===== src/hdl/stam_pkg.sv =====
// Shared types, constants and the ratio-level function of the alarm monitor.
package stam_pkg;

  localparam int unsigned NumCond    = 5;
  localparam int unsigned InWidth    = 88;
  localparam int unsigned OutWidth   = 16;
  localparam int unsigned CfgIdxW    = 2;
  localparam int unsigned CfgDataW   = 16;

  // condition slots
  localparam int unsigned SlotAngle  = 0;
  localparam int unsigned SlotGas    = 1;
  localparam int unsigned SlotVib    = 2;
  localparam int unsigned SlotSensor = 3;
  localparam int unsigned SlotSysErr = 4;

  // configuration register indexes
  localparam logic [CfgIdxW-1:0] RegAngleThr = 2'd0;
  localparam logic [CfgIdxW-1:0] RegGasThr   = 2'd1;
  localparam logic [CfgIdxW-1:0] RegVibCount = 2'd2;
  localparam logic [CfgIdxW-1:0] RegMaxErr   = 2'd3;

  localparam logic [10:0] AngleThrReset = 11'd300;
  localparam logic [15:0] GasThrReset   = 16'd1000;
  localparam logic [15:0] VibCountReset = 16'd5;
  localparam logic [15:0] MaxErrReset   = 16'd10;

  typedef enum logic [2:0] {
    LVL_NONE     = 3'd0,
    LVL_LOW      = 3'd1,
    LVL_MEDIUM   = 3'd2,
    LVL_HIGH     = 3'd3,
    LVL_CRITICAL = 3'd4
  } level_e;

  typedef enum logic [1:0] {
    SAFE_NORMAL    = 2'd0,
    SAFE_WARNING   = 2'd1,
    SAFE_ALARM     = 2'd2,
    SAFE_EMERGENCY = 2'd3
  } safety_e;

  typedef struct packed {
    logic [10:0] angle_thr;
    logic [15:0] gas_thr;
    logic [15:0] vib_count;
    logic [15:0] max_err;
  } cfg_t;

  typedef struct packed {
    logic signed [11:0] angle;
    logic               angle_valid;
    logic [15:0]        gas_ppm;
    logic               gas_valid;
    logic               vibration_seen;
    logic [15:0]        vibration_count;
    logic               vibration_valid;
    logic               sensors_ready;
    logic [15:0]        adc_errors;
    logic [15:0]        gpio_errors;
  } item_t;

  typedef struct packed {
    logic   [NumCond-1:0] active;
    level_e [NumCond-1:0] level;
  } cond_t;

  typedef struct packed {
    level_e      top_level;
    safety_e     safety_state;
    logic [2:0]  active_count;
    logic        health_ok;
  } result_t;

  // Level of v / t against 3, 2, 1.5 and 1, by cross-multiplication.
  function automatic level_e level_of(input logic [15:0] v, input logic [15:0] t);
    logic [17:0] vv;
    logic [17:0] v2;
    logic [17:0] t2;
    logic [17:0] t3;
    vv = {2'b00, v};
    v2 = {1'b0, v, 1'b0};
    t2 = {1'b0, t, 1'b0};
    t3 = t2 + {2'b00, t};
    if (vv >= t3)      level_of = LVL_CRITICAL;
    else if (vv >= t2) level_of = LVL_HIGH;
    else if (v2 >= t3) level_of = LVL_MEDIUM;
    else if (v >= t)   level_of = LVL_LOW;
    else               level_of = LVL_NONE;
  endfunction

endpackage


===== src/hdl/stam_cfg_regs.sv =====
// Configuration register bank of the alarm monitor.
module stam_cfg_regs import stam_pkg::*; (
  input  logic                clk_i,
  input  logic                rst_ni,
  input  logic                cfg_valid_i,
  output logic                cfg_ready_o,
  input  logic [CfgIdxW-1:0]  cfg_index_i,
  input  logic [CfgDataW-1:0] cfg_data_i,
  output cfg_t                cfg_o
);

  cfg_t cfg_q, cfg_d;

  assign cfg_ready_o = 1'b1;

  always_comb begin
    cfg_d = cfg_q;
    if (cfg_valid_i) begin
      case (cfg_index_i)
        RegAngleThr: cfg_d.angle_thr = cfg_data_i[10:0];
        RegGasThr:   cfg_d.gas_thr   = cfg_data_i;
        RegVibCount: cfg_d.vib_count = cfg_data_i;
        RegMaxErr:   cfg_d.max_err   = cfg_data_i;
        default:     cfg_d = cfg_q;
      endcase
    end
  end

  always_ff @(posedge clk_i or negedge rst_ni) begin
    if (!rst_ni) begin
      cfg_q.angle_thr <= AngleThrReset;
      cfg_q.gas_thr   <= GasThrReset;
      cfg_q.vib_count <= VibCountReset;
      cfg_q.max_err   <= MaxErrReset;
    end else begin
      cfg_q <= cfg_d;
    end
  end

  assign cfg_o = cfg_q;

endmodule


===== src/hdl/stam_cond_update.sv =====
// Next-state logic of the five alarm conditions and the health flag.
module stam_cond_update import stam_pkg::*; (
  input  cond_t cond_i,
  input  item_t item_i,
  input  cfg_t  cfg_i,
  output cond_t cond_o,
  output logic  healthy_o
);

  logic [11:0] angle_abs;
  logic        err_over;
  level_e      angle_lvl;
  level_e      gas_lvl;
  level_e      vib_lvl;

  // two's complement magnitude; the most negative code maps to itself
  assign angle_abs = item_i.angle[11] ? (~item_i.angle + 12'd1) : item_i.angle;

  assign err_over = (item_i.adc_errors > cfg_i.max_err) ||
                    (item_i.gpio_errors > cfg_i.max_err);

  assign angle_lvl = level_of({4'd0, angle_abs}, {5'd0, cfg_i.angle_thr});
  assign gas_lvl   = level_of(item_i.gas_ppm, cfg_i.gas_thr);
  assign vib_lvl   = level_of(item_i.vibration_count, cfg_i.vib_count);

  assign healthy_o = item_i.sensors_ready && !err_over;

  always_comb begin
    cond_o = cond_i;
    // latch failure conditions
    if (!item_i.sensors_ready) begin
      cond_o.active[SlotSensor] = 1'b1;
      cond_o.level[SlotSensor]  = LVL_HIGH;
    end
    if (err_over) begin
      cond_o.active[SlotSysErr] = 1'b1;
      cond_o.level[SlotSysErr]  = LVL_MEDIUM;
    end
    if (item_i.angle_valid) begin
      if (angle_abs > {1'b0, cfg_i.angle_thr}) begin
        cond_o.active[SlotAngle] = 1'b1;
        cond_o.level[SlotAngle]  = angle_lvl;
      end else begin
        cond_o.active[SlotAngle] = 1'b0;
      end
    end
    if (item_i.gas_valid) begin
      if (item_i.gas_ppm > cfg_i.gas_thr) begin
        cond_o.active[SlotGas] = 1'b1;
        cond_o.level[SlotGas]  = gas_lvl;
      end else begin
        cond_o.active[SlotGas] = 1'b0;
      end
    end
    if (item_i.vibration_valid) begin
      if (item_i.vibration_seen) begin
        cond_o.active[SlotVib] = 1'b1;
        cond_o.level[SlotVib]  = vib_lvl;
      end else begin
        cond_o.active[SlotVib] = 1'b0;
      end
    end
  end

endmodule


===== src/hdl/stam_summary.sv =====
// Highest active level, safety state and active count over the conditions.
module stam_summary import stam_pkg::*; (
  input  cond_t   cond_i,
  input  logic    healthy_i,
  output result_t result_o
);

  level_e     highest;
  logic [2:0] count;
  safety_e    state;

  always_comb begin
    highest = LVL_NONE;
    count   = 3'd0;
    for (int i = 0; i < NumCond; i++) begin
      if (cond_i.active[i]) begin
        count = count + 3'd1;
        if (cond_i.level[i] > highest) highest = cond_i.level[i];
      end
    end
  end

  always_comb begin
    case (highest)
      LVL_NONE:   state = SAFE_NORMAL;
      LVL_LOW:    state = SAFE_WARNING;
      LVL_MEDIUM: state = SAFE_ALARM;
      default:    state = SAFE_EMERGENCY;
    endcase
  end

  assign result_o.top_level    = highest;
  assign result_o.safety_state = state;
  assign result_o.active_count = count;
  assign result_o.health_ok    = healthy_i;

endmodule


===== src/hdl/sensor_threshold_alarm_monitor.sv =====
// Sensor threshold alarm monitor: stream ports, input and result registers.
//
// Usage: each word on the s_axis channel is one monitoring pass; it yields
// exactly one word on the m_axis channel with the highest active alarm
// level, the safety state, the number of active conditions and a health
// flag. Thresholds and the error limit are written over the cfg channel
// (index 0 angle, 1 gas, 2 vibration count, 3 error limit), which is always
// ready; write it only while no pass is in flight.
// m_axis_tvalid rises as the word enters the result register.
// Throughput: one word per cycle unless the receiver stalls; the condition
// update and summary sit in a single stage between the input register and
// the result register. Reset clears all five conditions, restores the
// default thresholds and empties both registers. When the receiver stalls,
// the result register holds its word and the input register still takes
// one more word; then s_axis_tready drops until the result is taken.
module sensor_threshold_alarm_monitor import stam_pkg::*; (
  input  logic                clk_i,
  input  logic                rst_ni,
  // cfg channel
  input  logic                cfg_valid_i,
  output logic                cfg_ready_o,
  input  logic [CfgIdxW-1:0]  cfg_index_i,
  input  logic [CfgDataW-1:0] cfg_data_i,
  // input stream
  input  logic                s_axis_tvalid,
  output logic                s_axis_tready,
  // from bit 0: angle[11:0], angle_valid, gas_ppm[15:0], gas_valid,
  // vibration_seen, vibration_count[15:0], vibration_valid, sensors_ready,
  // adc_errors[15:0], gpio_errors[15:0], zero fill
  input  logic [InWidth-1:0]  s_axis_tdata,
  // result stream
  output logic                m_axis_tvalid,
  input  logic                m_axis_tready,
  // from bit 0: top_level[2:0], safety_state[1:0], active_count[2:0],
  // health_ok, zero fill
  output logic [OutWidth-1:0] m_axis_tdata
);

  cfg_t    cfg;
  item_t   item;
  cond_t   cond_q, cond_d;
  result_t result;
  logic    healthy;

  logic               in_vld_q, in_vld_d;
  logic [InWidth-1:0] in_data_q;
  logic               out_vld_q, out_vld_d;
  result_t            out_q;
  logic               advance;
  logic               in_take;

  stam_cfg_regs u_cfg (
    .clk_i       (clk_i),
    .rst_ni      (rst_ni),
    .cfg_valid_i (cfg_valid_i),
    .cfg_ready_o (cfg_ready_o),
    .cfg_index_i (cfg_index_i),
    .cfg_data_i  (cfg_data_i),
    .cfg_o       (cfg)
  );

  // unpack the held word
  assign item.angle           = in_data_q[11:0];
  assign item.angle_valid     = in_data_q[12];
  assign item.gas_ppm         = in_data_q[28:13];
  assign item.gas_valid       = in_data_q[29];
  assign item.vibration_seen  = in_data_q[30];
  assign item.vibration_count = in_data_q[46:31];
  assign item.vibration_valid = in_data_q[47];
  assign item.sensors_ready   = in_data_q[48];
  assign item.adc_errors      = in_data_q[64:49];
  assign item.gpio_errors     = in_data_q[80:65];

  stam_cond_update u_cond (
    .cond_i    (cond_q),
    .item_i    (item),
    .cfg_i     (cfg),
    .cond_o    (cond_d),
    .healthy_o (healthy)
  );

  stam_summary u_sum (
    .cond_i    (cond_d),
    .healthy_i (healthy),
    .result_o  (result)
  );

  assign advance       = !out_vld_q || m_axis_tready;
  assign s_axis_tready = !in_vld_q || advance;
  assign in_take       = s_axis_tvalid && s_axis_tready;

  always_comb begin
    in_vld_d = in_vld_q;
    if (in_take)      in_vld_d = 1'b1;
    else if (advance) in_vld_d = 1'b0;
    out_vld_d = advance ? in_vld_q : out_vld_q;
  end

  always_ff @(posedge clk_i or negedge rst_ni) begin
    if (!rst_ni) begin
      in_vld_q  <= 1'b0;
      out_vld_q <= 1'b0;
      cond_q    <= '0;
    end else begin
      in_vld_q  <= in_vld_d;
      out_vld_q <= out_vld_d;
      // commit the condition update as the word moves to the result register
      if (advance && in_vld_q) cond_q <= cond_d;
    end
  end

  always_ff @(posedge clk_i) begin
    if (in_take)              in_data_q <= s_axis_tdata;
    if (advance && in_vld_q)  out_q     <= result;
  end

  assign m_axis_tvalid = out_vld_q;
  assign m_axis_tdata  = {7'd0, out_q.health_ok, out_q.active_count,
                          out_q.safety_state, out_q.top_level};

`ifndef ASSERT_OFF
  a_count_range: assert property (@(posedge clk_i) disable iff (!rst_ni)
    m_axis_tvalid |-> (out_q.active_count <= 3'd5))
    else $error("active count above five");

  a_state_level: assert property (@(posedge clk_i) disable iff (!rst_ni)
    m_axis_tvalid |-> ((out_q.top_level == LVL_NONE) ==
                       (out_q.safety_state == SAFE_NORMAL)))
    else $error("safety state disagrees with highest level");

  a_unhealthy_active: assert property (@(posedge clk_i) disable iff (!rst_ni)
    (m_axis_tvalid && !out_q.health_ok) |-> (out_q.active_count != 3'd0))
    else $error("unhealthy pass without an active condition");

  a_sensor_latch: assert property (@(posedge clk_i) disable iff (!rst_ni)
    cond_q.active[SlotSensor] |=> cond_q.active[SlotSensor])
    else $error("sensor failure condition cleared");

  a_syserr_latch: assert property (@(posedge clk_i) disable iff (!rst_ni)
    cond_q.active[SlotSysErr] |=> cond_q.active[SlotSysErr])
    else $error("system error condition cleared");
`endif

endmodule


===== config.mk =====
export PLATFORM = sky130hd
export DESIGN_NAME = sensor_threshold_alarm_monitor
export DESIGN_NICKNAME = d
export VERILOG_FILES = /design/src/hdl/stam_pkg.sv /design/src/hdl/stam_cfg_regs.sv /design/src/hdl/stam_cond_update.sv /design/src/hdl/stam_summary.sv /design/src/hdl/sensor_threshold_alarm_monitor.sv
export SDC_FILE = /design/constraint.sdc
export NUM_CORES = 1
export LEC_CHECK = 0
export BUFFER_PORTS_ARGS = -buffer_cell sky130_fd_sc_hd__buf_4
export CAP_MARGIN = 5
export CELL_PAD_IN_SITES_DETAIL_PLACEMENT = 1
export CELL_PAD_IN_SITES_GLOBAL_PLACEMENT = 1
export CORE_MARGIN = 2
export CORE_UTILIZATION = 48
export DETAILED_ROUTE_END_ITERATION = 10
export GPL_TIMING_DRIVEN = 0
export HOLD_SLACK_MARGIN = 0.08
export PLACE_DENSITY = 0.81
export SYNTH_ARGS = -nofsm -noshare
export SYNTH_HDL_FRONTEND = slang
export SYNTH_SLANG_ARGS = --single-unit
export TNS_END_PERCENT = 5

===== constraint.sdc =====
create_clock -name clk_i -period 12.14 [get_ports clk_i]
set_input_delay 1.214 -clock clk_i [delete_from_list [all_inputs] [get_ports clk_i]]
set_output_delay 1.214 -clock clk_i [all_outputs]
set_load 0.05 [all_outputs]

Word level (Yosys, flattened, before mapping)
Index checks and enable logic that the tools add are counted.

Register bits: 171. Input port bits: 111. Output and inout port bits: 19. Word-level logic and storage cells: 115.

Add/sub/neg operators: 8. Magnitude comparators: 21. Equal/unequal tests: 5. Multiplexer cells: 47. Bitwise gates (word level): 1. Reductions and logical operators: 16.

Operators with widths (count): $mux W3 (31); $gt A16 B16 Y1 (3); $add A17 B16 Y18 (2); $ge A16 B18 Y1 (2); $ge A17 B18 Y1 (2); $ge A16 B17 Y1 (2); $ge A16 B16 Y1 (2); $ge A12 B18 Y1 (1); $ge A13 B18 Y1 (1); $mux W1 (14); $add A12 B11 Y13 (1); $add A12 B1 Y12 const B (1); $ge A12 B11 Y1 (1); $ge A12 B12 Y1 (1); $gt A12 B11 Y1 (1); $gt A3 B3 Y1 (4); $mux W12 (1); $not A12 Y12 (1); $add A3 B1 Y3 const B (3); $reduce_and A2 Y1 (4); $pmux W2 S3 (1); $eq A2 B2 Y1 const B (2); $eq A3 B1 Y1 const B (1); $eq A3 B2 Y1 const B (1); other kinds (9) (15).

Depth between registers and ports, before layout
Gate-level depths: netlist of run 1.

Word-level depth: 27. Gate-level depth with buffers: 52. Depth with buffers taken out: 52.

Cells and area by module
A second synthesis of run 1 with hierarchy kept.

Cell total of the unflattened synthesis: 1236. Area, all modules: 13431.6 sq um.

By module, submodules not included: stam_cond_update (instances 1, cells each 860, area each 6734.0 sq um, sequential area each 0.0 sq um); sensor_threshold_alarm_monitor (instances 1, cells each 149, area each 3683.5 sq um, sequential area each 3253.1 sq um); stam_cfg_regs (instances 1, cells each 128, area each 2244.7 sq um, sequential area each 1493.9 sq um); stam_summary (instances 1, cells each 99, area each 769.5 sq um, sequential area each 0.0 sq um).

Least setup slack after synthesis of run 1
OpenSTA, ideal clock, no wires.

Path type: register -> register. Start point: register u_cfg.cfg_q, in the netlist u_cfg.cfg_o[50]. End point: register out_q, in the netlist m_axis_tdata[3], data pin. Setup time: 259 ps. Arrival time: 8928 ps. Required time: 11881 ps. Slack: 2953 ps. Cell stages (with the launch flop): 50. Path buffers: 0. Clock period less this slack: 9187 ps. Cell sequence: dfstp_2 > inv_1 > fa_1 > nor2b_1 > o21ai_0 > a21oi_1 > o21ai_0 > a21oi_1 > o21ai_0 > nand2b_1 > a21oi_1 > o21bai_1 > xnor2_1 > ha_1 > a211o_2 > a311o_2 > a221o_2 > and3_4 > [14 not listed] > a31oi_1 > nand2_1 > o21ai_2 > ha_1 > nor2b_1 > o21a_1 > o21a_1 > and2_2 > o21a_1 > ha_1 > a21o_1 > a21oi_1 > nand3b_1 > inv_1 > a21o_1 > o21ai_0 > a21oi_2 > a211o_1.

RTL lines: from (decl) (line stam_cfg_regs.sv:12) `cfg_t cfg_q, cfg_d;`; from (signal assigned) (line stam_cfg_regs.sv:36) `cfg_q <= cfg_d;`; to (signal assigned) (line sensor_threshold_alarm_monitor.sv:114) `if (advance && in_vld_q) out_q <= result;`; to (decl) (line sensor_threshold_alarm_monitor.sv:48) `result_t out_q;`.

==> flow_summary.html, run 1 <==
<table>
<tr><th>Metric</th><th>Value</th></tr>
<tr><th colspan="2">Status</th></tr>
<tr><td>Run status</td><td>finished, final reports clean</td></tr>
<tr><th colspan="2">Worst setup path</th></tr>
<tr><td>Required time reported for the critical path endpoint</td><td>12,350 ps</td></tr>
<tr><td>Category of the critical setup timing path</td><td>reg2reg</td></tr>
<tr><td>CP peak stage delay</td><td>440 ps</td></tr>
<tr><td>Endpoint class of the critical path</td><td>flop</td></tr>
<tr><td>Arrival time worst endpoint</td><td>10,790 ps</td></tr>
<tr><td>Worst-case reg-to-reg path depth</td><td>50</td></tr>
<tr><td>Crit path launch type</td><td>flop</td></tr>
<tr><td>CP max FO</td><td>5</td></tr>
<tr><td>Slowest stage cell on the critical path</td><td>dfrtp_1</td></tr>
<tr><td>Most used cell along the critical path</td><td>o21ai_0</td></tr>
<tr><td>Setup crit start</td><td>u_cfg.cfg_o[48]</td></tr>
<tr><td>Worst R2R Start</td><td>u_cfg.cfg_o[48]</td></tr>
<tr><th colspan="2">Global routing</th></tr>
<tr><td>Pin count of the biggest net entering global routing</td><td>82</td></tr>
<tr><td>Number of global-route vias before repair</td><td>11,380</td></tr>
<tr><td>Number of antenna violations at the first check in global routing</td><td>3</td></tr>
<tr><td>Remaining global-route overflow</td><td>0</td></tr>
<tr><td>Wire length of the first global-routing pass</td><td>57,860 um</td></tr>
<tr><td>Total track usage</td><td>25.21%</td></tr>
<tr><th colspan="2">Detailed routing</th></tr>
<tr><td>Wire length reported by the detailed router</td><td>34,960 um</td></tr>
<tr><td>Post-detailed-route DRC marker count</td><td>0</td></tr>
<tr><td>Via density</td><td>5.724</td></tr>
<tr><td>Detailed-route via count</td><td>10,400</td></tr>
<tr><td>Routed len/inst</td><td>19.25 um</td></tr>
<tr><td>Antenna Violating Nets Remaining</td><td>0</td></tr>
<tr><td>First-pass detailed-route iteration total</td><td>4</td></tr>
<tr><td>Number of DRC violations after detailed-routing iteration 0</td><td>364</td></tr>
<tr><th colspan="2">Yosys</th></tr>
<tr><td>Largest cells by area after synthesis</td><td>ha_1 (24%), edfxtp_1 (20%), dfrtp_1 (13%)</td></tr>
<tr><td>Post-synthesis async set-or-reset flop share</td><td>47.37%</td></tr>
<tr><td>Synthesis Warnings</td><td>0</td></tr>
<tr><td>Average footprint of a synthesized cell</td><td>10.40 sq um</td></tr>
<tr><td>Area share of the leading cell type in the synthesized netlist</td><td>23.78%</td></tr>
<tr><td>Register bit total from synthesis</td><td>171</td></tr>
<tr><td>Count of unique library cells instantiated by Yosys</td><td>88</td></tr>
<tr><td>Dominant cell type by area after synthesis</td><td>ha_1</td></tr>
<tr><td>Seq/Total Area, Yosys</td><td>35.52%</td></tr>
<tr><td>Number of flops mapped to enable cells by yosys</td><td>90</td></tr>
<tr><td>Most used flip-flop cell after synthesis</td><td>edfxtp_1</td></tr>
<tr><td>Area of the mapped netlist</td><td>13,360 sq um</td></tr>
<tr><td>Post-synthesis cell count</td><td>1,285</td></tr>
<tr><th colspan="2">Flow run</th></tr>
<tr><td>Max-cap violations</td><td>0</td></tr>
<tr><th colspan="2">STA</th></tr>
<tr><td>Final Slew Violations</td><td>0</td></tr>
<tr><td>Final hold violation count</td><td>0</td></tr>
<tr><td>Setup violators final</td><td>0</td></tr>
<tr><td>Share of the cycle needed by the critical path after routing</td><td>87.16%</td></tr>
<tr><td>Maximum clock rate</td><td>94.50 MHz</td></tr>
<tr><td>Tightest slew margin relative to the limit</td><td>27.55%</td></tr>
<tr><td>Shortest period the worst path allows</td><td>10,580 ps</td></tr>
<tr><td>Worst slew pin tran</td><td>1087 ps</td></tr>
<tr><td>Skew final</td><td>12.72 ps</td></tr>
<tr><td>Final TNS setup</td><td>0 ps</td></tr>
<tr><td>Setup repair after global routing missed its margin</td><td>false</td></tr>
<tr><td>Hold slack</td><td>462.2 ps</td></tr>
<tr><th colspan="2">Place</th></tr>
<tr><td>Gpl congestion</td><td>0.8475</td></tr>
<tr><td>IO Port Bufs</td><td>114</td></tr>
<tr><td>Half-perimeter wire length of the detailed placement result</td><td>28,070 um</td></tr>
<tr><td>Post-Place Cells</td><td>1,784</td></tr>
<tr><td>Instance area at placement</td><td>14,740 sq um</td></tr>
<tr><th colspan="2">Clock network</th></tr>
<tr><td>Clock transition at path regs</td><td>80 ps</td></tr>
<tr><td>Post-CTS setup-driven buffer insertion count</td><td>0</td></tr>
<tr><td>Number of H-tree levels</td><td>4</td></tr>
<tr><td>Cts bufs inserted</td><td>17</td></tr>
<tr><td>Latest clock arrival within the worst-skew pair</td><td>460 ps</td></tr>
<tr><td>Number of gates resized after cts</td><td>0</td></tr>
<tr><td>Number of sinks handled by clock tree synthesis</td><td>171</td></tr>
<tr><td>Clock tree from TritonCTS</td><td>built</td></tr>
<tr><td>Buffer depth of the longest clock path</td><td>2</td></tr>
<tr><td>Clock root buffer master</td><td>clkbuf_16</td></tr>
<tr><td>Total of hold buffers inserted after clock tree synthesis</td><td>0</td></tr>
<tr><th colspan="2">Floorplan</th></tr>
<tr><td>Number of core rows</td><td>61</td></tr>
<tr><td>Initial standard-cell utilization of the core</td><td>48.37%</td></tr>
<tr><td>I/O pin count</td><td>130</td></tr>
<tr><td>Area enclosed by the die boundary</td><td>29,190 sq um</td></tr>
<tr><td>Overall die width</td><td>170.9 um</td></tr>
<tr><td>Die span in y</td><td>170.9 um</td></tr>
<tr><td>Std-Cell Core Area</td><td>27,630 sq um</td></tr>
<tr><th colspan="2">Worst hold path</th></tr>
<tr><td>Hold Path Origin</td><td>cond_q[13]</td></tr>
<tr><td>Worst min-delay path category</td><td>reg2reg</td></tr>
<tr><td>Hold Path Stages</td><td>1</td></tr>
<tr><th colspan="2">Power and ir drop</th></tr>
<tr><td>Power density normalized to cell area</td><td>210.9 nW/um^2</td></tr>
<tr><td>Clock power frac</td><td>18.1%</td></tr>
<tr><td>Combinational group share of total power</td><td>56.8%</td></tr>
<tr><td>Switching share of power</td><td>43.95%</td></tr>
<tr><td>Share of power burned in registers</td><td>25.1%</td></tr>
<tr><td>Internal power component</td><td>1816 uW</td></tr>
<tr><td>Net switching power of the design</td><td>1424 uW</td></tr>
<tr><td>Worst supply voltage drop on vdd</td><td>109.4 uV</td></tr>
<tr><td>Leakage power summed over all cells</td><td>0.006978 uW</td></tr>
<tr><th colspan="2">Cells and area</th></tr>
<tr><td>Most common cell after layout, fill and taps aside</td><td>ha_1</td></tr>
<tr><td>Number of fillers in the final layout</td><td>3,089</td></tr>
<tr><td>Fin cells</td><td>1,816</td></tr>
<tr><td>Commonest non-fill, non-tap cells in the layout</td><td>ha_1 (254), buf_4 (122), inv_1 (104)</td></tr>
<tr><td>Area growth from synthesis to final layout</td><td>14.94%</td></tr>
<tr><td>Antenna cells</td><td>0</td></tr>
<tr><td>Non-Filler Cell Area, Final</td><td>15,360 sq um</td></tr>
<tr><td># nets final</td><td>1,793</td></tr>
<tr><td>Fin util</td><td>55.59%</td></tr>
<tr><td>Layout cells sized above 1</td><td>17.94%</td></tr>
</table>
worst paths after layout:
kind	endpoint	slack (ps)
min in group asynchronous	cond_q[16]	920
max in group asynchronous	u_cfg.cfg_o[48]	10500
max	m_axis_tdata[3]	1560
min	cond_q[13]	460
max reg2reg	m_axis_tdata[3]	1560
min reg2reg	cond_q[13]	460
registers in the layout, summed over array words and instances, names as in the netlist:
name and flops:
cond_q 20, in_data_q 81, in_vld_q 1, m_axis_tdata 9, m_axis_tvalid 1, u_cfg.cfg_o 59
layout make-up:
| type | instances | area (sq um) | share of cell area (%) |
|---|---|---|---|
| clock inverter | 15 | 190.2 | 1.238 |
| sequential | 171 | 4747 | 30.91 |
| buffer | 19 | 103.9 | 0.6761 |
| tap | 378 | 473.0 | 3.079 |
| multi-input combinational | 997 | 8147 | 53.04 |
| timing repair buffer | 115 | 883.3 | 5.751 |
| inverter | 104 | 390.4 | 2.542 |
| clock buffer | 17 | 425.4 | 2.770 |
critical path, delay by kind of cell, from the launching register on:
family,cells,cell delay [ps]
muxes,1,350
and+or+nand+nor,9,1400
xor gates and xnor gates,1,180
buffers and inverters,5,350
AOI/OAI and AO/OA,27,5430
adders and majority gates,7,2200
DFF,1,440
power groups by stage:
stage          clock, uW  sequential (uW)  combinational (uW)
2_1_floorplan          0              848                1290
3_3_place_gp           0              820                1670
3_5_place_dp           0              824                1790
4_1_cts              596              813                1830
5_1_grt              618              825                2070
6_report             586              812                1840
cells in the mapped netlist (3+ instances only):
cell type / instances
ha_1: 254
inv_1: 104
edfxtp_1: 90
a21oi_1: 80
o21ai_0: 78
nand2_1: 77
dfrtp_1: 67
mux2_2: 56
nor2_1: 52
a21o_1: 32
xnor2_1: 29
nand4_1: 24
nand2b_1: 22
nor2b_1: 21
xor2_1: 21
nand3_1: 19
o21a_1: 19
a211oi_1: 18
a31oi_1: 17
and2_1: 15
dfstp_2: 14
o211ai_1: 13
nor3_1: 12
o21bai_1: 12
clkbuf_1: 9
buf_4: 8
nor4_1: 8
o221ai_1: 8
and4_1: 7
a211o_1: 6
nand3b_1: 6
o21ai_1: 6
o31ai_1: 6
a2111oi_0: 4
fa_1: 3
o22a_1: 3
or2_2: 3
or3_1: 3
logic make-up after synthesis:
family	Yosys count	share of synthesized area (%)
AO/OA/AOI/OAI	337	16.80
XOR/XNOR	50	3.277
adder cells (fa/ha/maj)	257	24.23
buffers and inverters	123	3.698
flip-flops	171	35.52
multiplexers	58	4.991
other	2	0.05620
AND/OR/NAND/NOR	287	11.42
layer usage:
layer	share of wire (%)	track usage, %
met2	49	43.99
met3	2.9	4.118
met5	0.037	0
met1	45	31.32
met4	2.7	9.580
metrics by stage:
| stage | setup slack, ps | power [uW] |
|---|---|---|
| finish | 1558 | 3239 |
| floorplan | 2953 | 2140 |
| detailed placement | 1831 | 2618 |
| global route | 721.1 | 3511 |
| global placement | 2144 | 2493 |
| CTS | 1620 | 3240 |
Power figures use the tool's default switching activity.
==> inputs of run 2 (changes only) <==
--- a/config.mk
+++ b/config.mk
@@ -7,14 +7,13 @@
 export LEC_CHECK = 0
 export BUFFER_PORTS_ARGS = -buffer_cell sky130_fd_sc_hd__buf_4
 export CAP_MARGIN = 5
-export CELL_PAD_IN_SITES_DETAIL_PLACEMENT = 1
-export CELL_PAD_IN_SITES_GLOBAL_PLACEMENT = 1
 export CORE_MARGIN = 2
-export CORE_UTILIZATION = 48
+export CORE_UTILIZATION = 60
 export DETAILED_ROUTE_END_ITERATION = 10
 export GPL_TIMING_DRIVEN = 0
 export HOLD_SLACK_MARGIN = 0.08
-export PLACE_DENSITY = 0.81
+export PLACE_DENSITY = 0.8
+export REMOVE_ABC_BUFFERS = 1
 export SYNTH_ARGS = -nofsm -noshare
 export SYNTH_HDL_FRONTEND = slang
 export SYNTH_SLANG_ARGS = --single-unit
==> run 2 against run 1 <==
- clock skew grew 3.2 ps
- fmax grew 1.7%
- sequential share of layout area grew 0.45 points
- flip-flop and latch count is the same
- critical endpoint unchanged
==> flow_summary.html, run 2 (synthesis gave the netlist of run 1 again) <==
<table>
<tr><th>Metric</th><th>Value</th></tr>
<tr><th colspan="2">Worst setup path</th></tr>
<tr><td>Worst R2R Start</td><td>u_cfg.cfg_o[48] (unchanged)</td></tr>
<tr><td>Crit-path leading delay family</td><td>compound AO/OA/AOI/OAI gates (unchanged)</td></tr>
<tr><td>Buf/Inv on CP</td><td>5 (unchanged)</td></tr>
<tr><td>Endpoint of the most critical register-to-register path</td><td>m_axis_tdata[3] (unchanged)</td></tr>
<tr><td>Crit path launch type</td><td>flop (unchanged)</td></tr>
<tr><td>R2R setup slack</td><td>1740 ps (was 1560 ps)</td></tr>
<tr><td>Most used cell along the critical path</td><td>o21ai_0 (unchanged)</td></tr>
<tr><td>Arrival time worst endpoint</td><td>10,600 ps (was 10,790 ps)</td></tr>
<tr><td>Slowest stage cell on the critical path</td><td>dfrtp_1 (unchanged)</td></tr>
<tr><td>Endpoint class of the critical path</td><td>flop (unchanged)</td></tr>
<tr><td>CP max FO</td><td>5 (unchanged)</td></tr>
<tr><td>Category of the critical setup timing path</td><td>reg2reg (unchanged)</td></tr>
<tr><td>CP peak stage delay</td><td>440 ps (about the same)</td></tr>
<tr><td>Worst-case reg-to-reg path depth</td><td>50 (unchanged)</td></tr>
<tr><td>Required time reported for the critical path endpoint</td><td>12,330 ps (was 12,350 ps)</td></tr>
<tr><th colspan="2">Status</th></tr>
<tr><td>Run status</td><td>finished, final reports clean (unchanged)</td></tr>
<tr><th colspan="2">Floorplan</th></tr>
<tr><td>Die span in y</td><td>153.2 um (was 170.9 um)</td></tr>
<tr><td>I/O pin count</td><td>130 (unchanged)</td></tr>
<tr><td>Initial standard-cell utilization of the core</td><td>61.23% (was 48.37%)</td></tr>
<tr><td>Number of core rows</td><td>54 (was 61)</td></tr>
<tr><td>Overall die width</td><td>153.2 um (was 170.9 um)</td></tr>
<tr><td>Std-Cell Core Area</td><td>21,820 sq um (was 27,630 sq um)</td></tr>
<tr><td>Area enclosed by the die boundary</td><td>23,480 sq um (was 29,190 sq um)</td></tr>
<tr><th colspan="2">Cells and area</th></tr>
<tr><td>Number of flip-flops in the largest register</td><td>81 (unchanged)</td></tr>
<tr><td>Layout cells sized above 1</td><td>17.54% (was 17.94%)</td></tr>
<tr><td># nets final</td><td>1,775 (was 1,793)</td></tr>
<tr><td>Fin util</td><td>69.37% (was 55.59%)</td></tr>
<tr><td>Most common cell after layout, fill and taps aside</td><td>ha_1 (unchanged)</td></tr>
<tr><td>Area growth from synthesis to final layout</td><td>13.29% (was 14.94%)</td></tr>
<tr><td>Antenna cells</td><td>0 (unchanged)</td></tr>
<tr><td>Commonest non-fill, non-tap cells in the layout</td><td>ha_1 (254), buf_4 (114), inv_1 (104) (was ha_1 (254), buf_4 (122), inv_1 (104))</td></tr>
<tr><td>Reg with most FFs</td><td>in_data_q (unchanged)</td></tr>
<tr><td>Non-Filler Cell Area, Final</td><td>15,140 sq um (was 15,360 sq um)</td></tr>
<tr><th colspan="2">Power and ir drop</th></tr>
<tr><td>Net switching power of the design</td><td>1332 uW (was 1424 uW)</td></tr>
<tr><td>Combinational group share of total power</td><td>56.1% (was 56.8%)</td></tr>
<tr><td>Leakage power summed over all cells</td><td>0.006921 uW (was 0.006978 uW)</td></tr>
<tr><td>Switching share of power</td><td>42.60% (was 43.95%)</td></tr>
<tr><td>Share of power burned in registers</td><td>26.0% (was 25.1%)</td></tr>
<tr><td>Internal power component</td><td>1794 uW (was 1816 uW)</td></tr>
<tr><td>Clock power frac</td><td>17.9% (was 18.1%)</td></tr>
<tr><td>Worst supply voltage drop on vdd</td><td>96.67 uV (was 109.4 uV)</td></tr>
<tr><td>Power density normalized to cell area</td><td>206.5 nW/um^2 (was 210.9 nW/um^2)</td></tr>
<tr><th colspan="2">Worst hold path</th></tr>
<tr><td>Hold Path Origin</td><td>cond_q[18] (was cond_q[13])</td></tr>
<tr><td>Hold worst-path end</td><td>cond_q[18] (was cond_q[13])</td></tr>
<tr><td>Worst min-delay path category</td><td>reg2reg (unchanged)</td></tr>
<tr><td>Hold Path Stages</td><td>1 (unchanged)</td></tr>
<tr><th colspan="2">Clock network</th></tr>
<tr><td>Buffer depth of the longest clock path</td><td>2 (unchanged)</td></tr>
<tr><td>Number of H-tree levels</td><td>4 (unchanged)</td></tr>
<tr><td>Cts bufs inserted</td><td>17 (unchanged)</td></tr>
<tr><td>Clock root buffer master</td><td>clkbuf_16 (unchanged)</td></tr>
<tr><td>Clock tree from TritonCTS</td><td>built (unchanged)</td></tr>
<tr><td>Total of hold buffers inserted after clock tree synthesis</td><td>0 (unchanged)</td></tr>
<tr><td>Number of sinks handled by clock tree synthesis</td><td>171 (unchanged)</td></tr>
<tr><td>Latest clock arrival within the worst-skew pair</td><td>440 ps (was 460 ps)</td></tr>
<tr><td>Clock transition at path regs</td><td>80 ps (about the same)</td></tr>
<tr><td>Number of gates resized after cts</td><td>0 (unchanged)</td></tr>
<tr><td>Post-CTS setup-driven buffer insertion count</td><td>0 (unchanged)</td></tr>
<tr><th colspan="2">Detailed routing</th></tr>
<tr><td>Antenna Violating Nets Remaining</td><td>0 (unchanged)</td></tr>
<tr><td>Wire length reported by the detailed router</td><td>29,880 um (was 34,960 um)</td></tr>
<tr><td>Post-detailed-route DRC marker count</td><td>0 (unchanged)</td></tr>
<tr><td>First-pass detailed-route iteration total</td><td>5 (was 4)</td></tr>
<tr><td>Via density</td><td>5.944 (was 5.724)</td></tr>
<tr><td>Routed len/inst</td><td>17.57 um (was 19.25 um)</td></tr>
<tr><td>Detailed-route via count</td><td>10,110 (was 10,400)</td></tr>
<tr><td>Number of DRC violations after detailed-routing iteration 0</td><td>587 (was 364)</td></tr>
<tr><th colspan="2">STA</th></tr>
<tr><td>Final Slew Violations</td><td>0 (unchanged)</td></tr>
<tr><td>Final TNS setup</td><td>0 ps (unchanged)</td></tr>
<tr><td>Setup violators final</td><td>0 (unchanged)</td></tr>
<tr><td>Final hold violation count</td><td>0 (unchanged)</td></tr>
<tr><td>Skew final</td><td>15.92 ps (was 12.72 ps)</td></tr>
<tr><td>Shortest period the worst path allows</td><td>10,400 ps (was 10,580 ps)</td></tr>
<tr><td>Share of the cycle needed by the critical path after routing</td><td>85.69% (was 87.16%)</td></tr>
<tr><td>Setup repair after global routing missed its margin</td><td>false (unchanged)</td></tr>
<tr><td>Tightest slew margin relative to the limit</td><td>31.02% (was 27.55%)</td></tr>
<tr><td>Maximum clock rate</td><td>96.13 MHz (was 94.50 MHz)</td></tr>
<tr><td>Worst slew pin tran</td><td>1035 ps (was 1087 ps)</td></tr>
<tr><th colspan="2">Place</th></tr>
<tr><td>Half-perimeter wire length of the detailed placement result</td><td>23,500 um (was 28,070 um)</td></tr>
<tr><td>Gpl congestion</td><td>0.9037 (was 0.8475)</td></tr>
<tr><td>Instance area at placement</td><td>14,530 sq um (was 14,740 sq um)</td></tr>
<tr><td>IO Port Bufs</td><td>114 (unchanged)</td></tr>
<tr><th colspan="2">Global routing</th></tr>
<tr><td>Remaining global-route overflow</td><td>0 (unchanged)</td></tr>
<tr><td>Number of antenna violations at the first check in global routing</td><td>0 (was 3)</td></tr>
<tr><td>Wire length of the first global-routing pass</td><td>49,360 um (was 57,860 um)</td></tr>
<tr><td>Pin count of the biggest net entering global routing</td><td>82 (unchanged)</td></tr>
<tr><td>Total track usage</td><td>25.84% (was 25.21%)</td></tr>
<tr><td>Number of global-route vias before repair</td><td>10,090 (was 11,380)</td></tr>
<tr><th colspan="2">Flow run</th></tr>
<tr><td>Max-cap violations</td><td>0 (unchanged)</td></tr>
</table>
-- run 2: final cells by class --
type / instances / area [sq um]
fillers: 1571 / 6685
clock inverters: 13 / 150.1
clock buffers: 19 / 454.2
well taps: 280 / 350.3
inverters: 104 / 390.4
multi-input cells: 997 / 8152
flip-flops and latches: 171 / 4747
repair buffers: 116 / 894.6
-- run 2: per-stage QoR --
step / total power [uW] / worst slack [ps] / hold WS, ps / std cells
after CTS: 3117 / 1847 / 473.1 / 1700
final: 3126 / 1737 / 468.4 / 1700
after floorplan: 2136 / 2953 / 424.7 / 1272
after global placement: 2465 / 2147 / 448.7 / 1666
after global routing: 3407 / 903.9 / 488.6 / 1700
after detailed placement: 2547 / 2006 / 454.3 / 1668
-- run 2: power groups by stage --
stage | sequential [uW] | combinational, uW | clock [uW]
CTS | 812 | 1740 | 564
global route | 825 | 1990 | 592
detailed placement | 823 | 1720 | 0
floorplan | 848 | 1290 | 0
finish | 813 | 1750 | 559
global placement | 820 | 1640 | 0
-- run 2: worst max path at each step --
stage | cells past startpoint | startpoint | slack, ps | end
after floorplan | 49 | u_cfg.cfg_o[50] | 2950 | m_axis_tdata[3]
after global placement | 50 | u_cfg.cfg_o[48] | 2150 | m_axis_tdata[3]
after detailed placement | 50 | u_cfg.cfg_o[48] | 2010 | m_axis_tdata[3]
after CTS | 50 | u_cfg.cfg_o[48] | 1850 | m_axis_tdata[3]
after global routing | 50 | u_cfg.cfg_o[48] | 900 | m_axis_tdata[3]
final | 50 | u_cfg.cfg_o[48] | 1740 | m_axis_tdata[3]
-- run 2: routing by layer --
metal / track usage (%) / vias up / share of wire, %
li1: - / 5052 / -
met1: 35.33 / 4778 / 47
met2: 43.62 / 239 / 47
met3: 3.799 / 36 / 4.3
met4: 6.085 / 0 / 1.6
met5: 0 / - / 0
